--- src/rtl/rvx_pkg.sv ---
`default_nettype none

package rvx_pkg;

    localparam int DATA_W = 32;
    localparam int PC_W   = 16;

    localparam logic [3:0] SP_INDEX_RESET = 4'd14;
    localparam logic [3:0] FP_INDEX_RESET = 4'd15;

    localparam logic REG_SP_INDEX = 1'b0;
    localparam logic REG_FP_INDEX = 1'b1;

    typedef enum logic [4:0] {
        OP_ADD      = 5'd0,
        OP_SUB      = 5'd1,
        OP_MULT     = 5'd2,
        OP_DIV      = 5'd3,
        OP_MOD      = 5'd4,
        OP_LT       = 5'd5,
        OP_LTEQ     = 5'd6,
        OP_EQ       = 5'd7,
        OP_AND      = 5'd8,
        OP_OR       = 5'd9,
        OP_MOVE     = 5'd10,
        OP_LOAD_IMM = 5'd11,
        OP_BEGIN    = 5'd12,
        OP_NOOP     = 5'd13,
        OP_END      = 5'd14,
        OP_JUMP     = 5'd15,
        OP_BNZ      = 5'd16,
        OP_BZ       = 5'd17,
        OP_JUMP_IND = 5'd18,
        OP_PUSH     = 5'd19,
        OP_POP      = 5'd20,
        OP_CALL     = 5'd21,
        OP_STACK_WR = 5'd22,
        OP_STACK_RD = 5'd23,
        OP_HEAP_WR  = 5'd24,
        OP_HEAP_RD  = 5'd25,
        OP_INC      = 5'd26
    } op_t;

    typedef enum logic [3:0] {
        S_IDLE,
        S_RDSP,
        S_ADDR,
        S_PREP,
        S_MODQ,
        S_MODR,
        S_MODW,
        S_DIVW,
        S_MEM,
        S_EXEC,
        S_WB2,
        S_DONE
    } state_t;

endpackage

`default_nettype wire

--- src/rtl/rvx_div.sv ---
`default_nettype none

module rvx_div
    import rvx_pkg::*;
(
    input  wire logic              clk,
    input  wire logic              rst_n,
    input  wire logic              start,
    input  wire logic [DATA_W-1:0] dividend,
    input  wire logic [DATA_W-1:0] divisor,
    output logic                   done,
    output logic [DATA_W-1:0]      quotient,
    output logic [DATA_W-1:0]      remainder
);

    localparam int CW = $clog2(DATA_W + 1);

    logic          busy_reg;
    logic          done_reg;
    logic [CW-1:0] cnt_reg;
    logic [DATA_W-1:0] quo_reg;
    logic [DATA_W-1:0] rem_reg;
    logic [DATA_W-1:0] dvs_reg;
    logic [DATA_W:0]   shifted;
    logic [DATA_W:0]   diff;

    assign shifted = {rem_reg, quo_reg[DATA_W-1]};
    assign diff    = shifted - {1'b0, dvs_reg};

    always_ff @(posedge clk or negedge rst_n)
    begin
        if (!rst_n)
        begin
            busy_reg <= 1'b0;
            done_reg <= 1'b0;
            cnt_reg  <= '0;
        end
        else
        begin
            done_reg <= 1'b0;
            if (start)
            begin
                busy_reg <= 1'b1;
                cnt_reg  <= CW'(DATA_W);
            end
            else if (busy_reg)
            begin
                cnt_reg <= cnt_reg - CW'(1);
                if (cnt_reg == CW'(1))
                begin
                    busy_reg <= 1'b0;
                    done_reg <= 1'b1;
                end
            end
        end
    end

    always_ff @(posedge clk)
    begin
        if (start)
        begin
            quo_reg <= dividend;
            rem_reg <= '0;
            dvs_reg <= divisor;
        end
        else if (busy_reg)
        begin
            if (!diff[DATA_W])
            begin
                rem_reg <= diff[DATA_W-1:0];
                quo_reg <= {quo_reg[DATA_W-2:0], 1'b1};
            end
            else
            begin
                rem_reg <= shifted[DATA_W-1:0];
                quo_reg <= {quo_reg[DATA_W-2:0], 1'b0};
            end
        end
    end

    assign done      = done_reg;
    assign quotient  = quo_reg;
    assign remainder = rem_reg;

endmodule

`default_nettype wire

--- config.mk ---
export PLATFORM = sky130hd
export DESIGN_NAME = rvx_div
export DESIGN_NICKNAME = d
export VERILOG_FILES = /design/src/rtl/rvx_pkg.sv /design/src/rtl/rvx_div.sv
export SDC_FILE = /design/constraint.sdc
export NUM_CORES = 1
export LEC_CHECK = 0
export BUFFER_PORTS_ARGS = -buffer_cell sky130_fd_sc_hd__buf_2
export CORE_UTILIZATION = 50
export CTS_CLUSTER_SIZE = 14
export DETAILED_ROUTE_END_ITERATION = 7
export GPL_TIMING_DRIVEN = 1
export HOLD_SLACK_MARGIN = 0.15
export PLACE_DENSITY = 0.77
export SETUP_SLACK_MARGIN = 0.3
export SKIP_LAST_GASP = 1
export SYNTH_ARGS = -nofsm -noshare
export SYNTH_HDL_FRONTEND = slang
export SYNTH_SLANG_ARGS = --single-unit
--- constraint.sdc ---
create_clock -name clk -period 2.8 [get_ports clk]
set_clock_uncertainty 0.15 [all_clocks]
set_input_delay 0 -clock clk [delete_from_list [all_inputs] [get_ports clk]]
set_output_delay 0 -clock clk [all_outputs]
set_load 0.05 [all_outputs]
==> flow_summary.json, run 1 <==
{
  "cts_tree": "built",
  "synth_warnings": 0,
  "synthArstFlopShare_pct": 7.69,
  "cts_buffer_depth": 2,
  "cp_max_fo": 5,
  "synth_edf_count": 64,
  "powerDensity_nw_per_um2": 1080,
  "layout_commonest_cell": "buf_2",
  "dieArea_sq_um": 12400,
  "gp_congestion": 0.884,
  "cp.required_ns": 2.86,
  "cpPeakStageDelay_ns": 0.36,
  "rows": 39,
  "path_clk_slew_ns": 0.07,
  "tightest_slew_ns": 0.794,
  "critPathSlowestCell": "edfxtp_1",
  "syn_avg_cell_area_sq_um": 10.5,
  "wl_per_cell_microns": 16.8,
  "dr.pass1.iters": 7,
  "syn_area_sq_um": 5970,
  "final_period_minus_worst_setup_slack_ns": 3.14,
  "track_usage_pct": 26.7,
  "die_w_microns": 111,
  "antenna_found_initial": 0,
  "synth_flop_cell": "edfxtp_1",
  "status": "complete, but fails checks",
  "vias_per_cell": 5.47,
  "design.core.area_sq_um": 11500,
  "criticalPathCategory": "reg -> reg",
  "syn_to_final_growth_pct": 39.6,
  "max_freq_ghz": 0.319,
  "violations": "design-rule violations, negative setup slack",
  "io_buffers": 131,
  "first_iter_violations": 322,
  "syn_inst": 569,
  "numCtsBuffers": 9,
  "synth_area_leaders": "edfxtp_1 (32%), dfxtp_1 (11%), ha_1 (7.1%)",
  "finalWirelength_mm": 16.4,
  "maxSlewViolCount": 0,
  "rrSetupSlack_ns": -0.34,
  "hp-class": "in -> reg",
  "max-vdd-ir-drop_mv": 0.611,
  "maxCapViolCount": 0,
  "setup_viol": 33,
  "dp_slack_ns": -0.325,
  "fin_nets": 928,
  "crit_chain": "inv_2 -> ha_2 -> fa_2 -> or2b_1 -> a21o_1 -> a21oi_2 -> o21ai_2 -> a31oi_4 -> a41oi_4 -> xnor2_4 -> buf_6 -> buf_12 -> mux2i_2 -> a211oi_2",
  "period_share_pct": 112,
  "overflow": 0,
  "hpwl_mm": 10.8,
  "endpoint_kind": "register",
  "ioPinCount": 132,
  "grt_pass1_wl_mm": 25.9,
  "fin_ws_ns": -0.338,
  "initial_core_util_pct": 51.8,
  "antenna_cells": 0,
  "syn_nets": 671,
  "via_count": 5328,
  "leakage_nw": 3.90,
  "cts_htree_levels": 3,
  "cts_sinks": 104,
  "die-height_microns": 111,
  "final_cells": 974,
  "final_cell_mix": "buf_2 (130), dlygate4sd3_1 (67), edfxtp_1 (64), buf_4 (64)",
  "crit_family": "compound AO/OA/AOI/OAI gates",
  "dp.cells": 879,
  "ys_seq_area_share_pct": 46.3,
  "rsz0062_at_grt": "yes",
  "first_global_vias": 5396,
  "ys_ff_latch": 104,
  "drc_errors": 8,
  "grt_max_degree": 63,
  "layout-drive-gt1-share_pct": 32.1,
  "synth_top_area_share_pct": 32.2,
  "synth_top_cell_by_area": "edfxtp_1",
  "insertion_delay_ns": 0.36,
  "start_kind": "register",
  "antenna_left": 0,
  "cp_data_arrival_time_ns": 3.20,
  "yosysUniqueCellTypes": 56,
  "cts_root_buf": "clkbuf_16",
  "hold_violations": 0,
  "cp_num_buf_inv": 3,
  "relSlewSlack_pct": 46.9
}
-- layer usage --
layer | GRT usage [%] | up-vias | part of all wire, %
met5 | 0 | - | 0
met4 | 9.55 | 0 | 1.8
met3 | 8.04 | 30 | 7.5
met2 | 46.4 | 216 | 51
met1 | 31.2 | 2513 | 40
li1 | - | 2569 | -
-- cell usage after synthesis (3+ instances only) --
cell and number:
edfxtp_1 64, a21o_1 19, a31oi_1 4, nand4_1 5, nor3_1 6, dfxtp_1 32
nand2_1 42, o211ai_1 4, and3_1 4, o21bai_1 3, nand2b_1 6, buf_2 3
mux2i_1 29, dfrtp_1 8, nor4_1 3, a211oi_1 24, xor2_1 12, nor2_1 46
a21oi_1 37, nand3_1 5, clkbuf_1 16, ha_1 34, buf_6 3, xnor2_1 21
inv_1 47, o31ai_1 3, a31o_2 4, mux2_2 31, o21ai_0 19
-- worst reg2reg max path: stages, from the launching register on --
cell,delay (ns)
edfxtp_1,0.36
inv_2,0.05
ha_2,0.17
fa_2,0.36
or2b_1,0.25
a21o_1,0.18
a21oi_2,0.17
o21ai_2,0.09
a31oi_4,0.19
a41oi_4,0.18
xnor2_4,0.22
buf_6,0.16
buf_12,0.13
mux2i_2,0.23
a211oi_2,0.09
-- logic make-up (layout without fill, tap and decap cells) --
group | Yosys count | in the layout | share of synthesized area (%)
adders and majority gates | 35 | 35 | 7.46
xor gates and xnor gates | 34 | 34 | 5.30
DFF | 104 | 104 | 46.3
and+or+nand+nor | 129 | 129 | 9.83
AOI/OAI and AO/OA | 136 | 136 | 15.5
muxes | 60 | 60 | 10.7
buffers and inverters | 71 | 333 | 4.90
-- power breakdown --
group | internal, W | switching [W]
Combinational | 0.00234 | 0.00317
Clock | 0.000613 | 0.000568
Sequential | 0.00201 | 0.000273
-- final cells by class --
class / instances / area, sq um
Clock buffer: 13 / 240
Clock inverter: 3 / 27.5
Fill cell: 803 / 3180
Inverter: 47 / 176
Multi-Input combinational cell: 394 / 2970
Sequential cell: 104 / 2760
Tap cell: 143 / 179
Timing Repair Buffer: 270 / 1980
-- final timing paths --
| kind | end | from | depth (start not counted) |
|---|---|---|---|
| max | remainder[11] | quotient[31] | 14 |
| min | dvs_reg[12] | divisor[12] | 2 |
| max reg2reg | remainder[11] | quotient[31] | 14 |
| min reg2reg | remainder[19] | remainder[19] | 2 |
| max in group asynchronous | cnt_reg[1] | rst_n | 3 |
| min in group asynchronous | cnt_reg[3] | rst_n | 3 |
-- per-stage QoR --
| step | utilization (%) | power (W) | TNS [ns] | hold slack [ns] | instance area (sq um) |
|---|---|---|---|---|---|
| detailed placement | 62.3 | 0.00720 | -7.99 | -0.296 | 7170 |
| finish | 72.4 | 0.00897 | -9.24 | 0.196 | 8330 |
| floorplan | - | 0.00577 | -18.02 | -0.446 | 5980 |
| CTS | 71.4 | 0.00870 | -7.65 | 0.189 | 8220 |
| global route | 72.4 | 0.00946 | -14.25 | 0.199 | 8330 |
| global placement | 62.3 | 0.00707 | -5.12 | -0.301 | 7170 |
-- what timing repair did --
item / in CTS / in global routing
endpoints found under the setup margin: 33 / 33
pin swaps: 13 / 9
resized for setup: 5 / 10
endpoints found under the hold margin: 114 / 0
setup buffers: 6 / 2
gates cloned: 2 / 2
hold buffers: 67 / 0
(Power assumes the default switching activity.)
==> inputs of run 2 (changes only) <==
Settings changed: PLACE_DENSITY 0.77 to 0.85.
==> run 2 against run 1 <==
Worst setup slack gained 0.045 ns. Critical endpoint is now remainder[9]. The run still ends with design-rule violations, negative setup slack left. Sequential power hardly changed. Non-clock buffer count decreased by 7. Die area did not move. Critical path depth shrank 2. Largest power group unchanged. Flip-flop and latch count unchanged. Sequential share of layout area is 0.60 points higher.
==> flow_summary.json, run 2 (same netlist as run 1, synthesis figures left out) <==
{
  "endpoint_kind": "register",
  "final_period_minus_worst_setup_slack_ns": 3.09,
  "critPathSlowestCell": "edfxtp_1",
  "cp_data_arrival_time_ns": 3.17,
  "insertion_delay_ns": 0.36,
  "io_buffers": 131,
  "ioPinCount": 132,
  "fin_ws_ns": -0.293,
  "antenna_cells": 0,
  "max-vdd-ir-drop_mv": 0.472,
  "drc_errors": 8,
  "path_clk_slew_ns": 0.08,
  "status": "complete, but fails checks",
  "die_w_microns": 111,
  "hold_violations": 0,
  "leakage_nw": 3.84,
  "gp_congestion": 0.878,
  "grt_max_degree": 38,
  "final.setup.tns_ns": -7.20,
  "cp.required_ns": 2.88,
  "wl_per_cell_microns": 16.6,
  "numCtsBuffers": 9,
  "cts_buffer_depth": 2,
  "vias_per_cell": 5.43,
  "fin_nets": 921,
  "rows": 39,
  "overflow": 0,
  "antenna_left": 0,
  "multi_input_area_sq_um": 2950,
  "cpPeakStageDelay_ns": 0.42,
  "hp-class": "in -> reg",
  "layout-drive-gt1-share_pct": 31.3,
  "placed_area_sq_um": 7140,
  "crit_chain": "ha_4 -> fa_2 -> or2b_1 -> a21o_1 -> a21oi_2 -> o21ai_2 -> a31oi_4 -> a41oi_4 -> xnor2_4 -> buf_12 -> mux2i_2 -> o21ai_1",
  "die-height_microns": 111,
  "cts_root_buf": "clkbuf_16",
  "dieArea_sq_um": 12400,
  "first_global_vias": 5504,
  "postLayoutCellArea_sq_um": 8190,
  "violations": "design-rule violations, negative setup slack",
  "rsz0062_at_grt": "yes",
  "max_freq_ghz": 0.323,
  "via_count": 5255,
  "grt_pass1_wl_mm": 25.9,
  "cts_sinks": 104,
  "syn_to_final_growth_pct": 37.1,
  "period_share_pct": 110,
  "nFillCells": 782,
  "hpwl_mm": 11.2,
  "relSlewSlack_pct": 63.6,
  "criticalPathCategory": "reg -> reg",
  "layout_commonest_cell": "buf_2",
  "dr.pass1.iters": 7,
  "cts_htree_levels": 3,
  "powerDensity_nw_per_um2": 1050,
  "maxSlewViolCount": 0,
  "design.core.area_sq_um": 11500,
  "track_usage_pct": 26.6,
  "antenna_found_initial": 0,
  "tightest_slew_ns": 0.540,
  "seqCellArea_sq_um": 2760,
  "maxCapViolCount": 0,
  "start_kind": "register",
  "setup_viol": 33,
  "initial_core_util_pct": 51.8,
  "final_cell_mix": "buf_2 (130), dlygate4sd3_1 (68), edfxtp_1 (64)",
  "first_iter_violations": 245,
  "cp_max_fo": 18,
  "finalWirelength_mm": 16.1,
  "cts_tree": "built"
}
[run 2: changes by cell type in the layout (fill, tap and decap cells not counted), sizes merged]
| cell | before | now |
|---|---|---|
| buf | 201 | 195 |
| clkbuf | 15 | 10 |
| clkinv | 1 | 3 |
| dlygate4sd3 | 67 | 68 |
| inv | 48 | 49 |
[run 2: metrics by stage]
step	utilization [%]	hold WS (ns)	instances	power, W	worst slack (ns)
after floorplan	-	-0.446	569	0.00577	-0.594
after global placement	62.0	-0.303	877	0.00700	-0.160
after detailed placement	62.0	-0.297	877	0.00717	-0.247
after CTS	70.7	0.185	965	0.00852	-0.263
after global routing	71.1	0.198	967	0.00908	-0.399
final	71.1	0.193	967	0.00860	-0.293
[run 2: worst paths after layout]
kind	start	endpoint	slack [ns]	depth (start not counted)
setup / recovery	dvs_reg[0]	remainder[9]	-0.29	12
hold / removal	divisor[9]	dvs_reg[9]	0.19	2
hold reg to reg	remainder[2]	remainder[2]	0.36	2
min in group asynchronous	rst_n	cnt_reg[2]	0.46	3
setup reg to reg	dvs_reg[0]	remainder[9]	-0.29	12
max in group asynchronous	rst_n	cnt_reg[5]	1.77	3
[run 2: repair_timing]
item,in CTS,in global routing
pin swaps,3,1
setup buffers,4,2
endpoints found under the setup margin,33,33
hold buffers,68,0
resized for setup,6,6
endpoints found under the hold margin,93,0
[run 2: area by class of cell]
cell class	count	area share (%)
clock buffer	10	2.80
clock inverter	6	0.520
inverter	47	2.15
multi-input combinational	394	36.1
sequential	104	33.7
tap	143	2.19
timing repair buffer	263	22.5
[run 2: critical path: cells and delay by family, from the launching register on]
kind / cells / cell delay (ns)
fa+ha+maj: 2 / 0.52
mux: 1 / 0.27
flops: 1 / 0.42
compound gates: 6 / 0.89
simple gates: 1 / 0.25
buf+inv: 1 / 0.22
xor+xnor: 1 / 0.24
[run 2: report_power, final]
part	internal [W]	total [W]	leakage [nW]	switching [W]
Combinational	0.00205	0.00511	2.70	0.00306
Clock	0.000608	0.00120	0.131	0.000596
Sequential	0.00201	0.00229	1.01	0.000276
Total	0.00467	0.00860	3.84	0.00393
[run 2: routing by layer]
metal | up-vias | GRT usage [%] | part of all wire [%] | routed length, microns
li1 | 2554 | - | - | -
met4 | 0 | 13.2 | 2.7 | 442
met2 | 204 | 45.5 | 49 | 7900
met1 | 2465 | 30.8 | 41 | 6670
met3 | 32 | 6.67 | 6.6 | 1070
met5 | - | 0 | 0 | 0
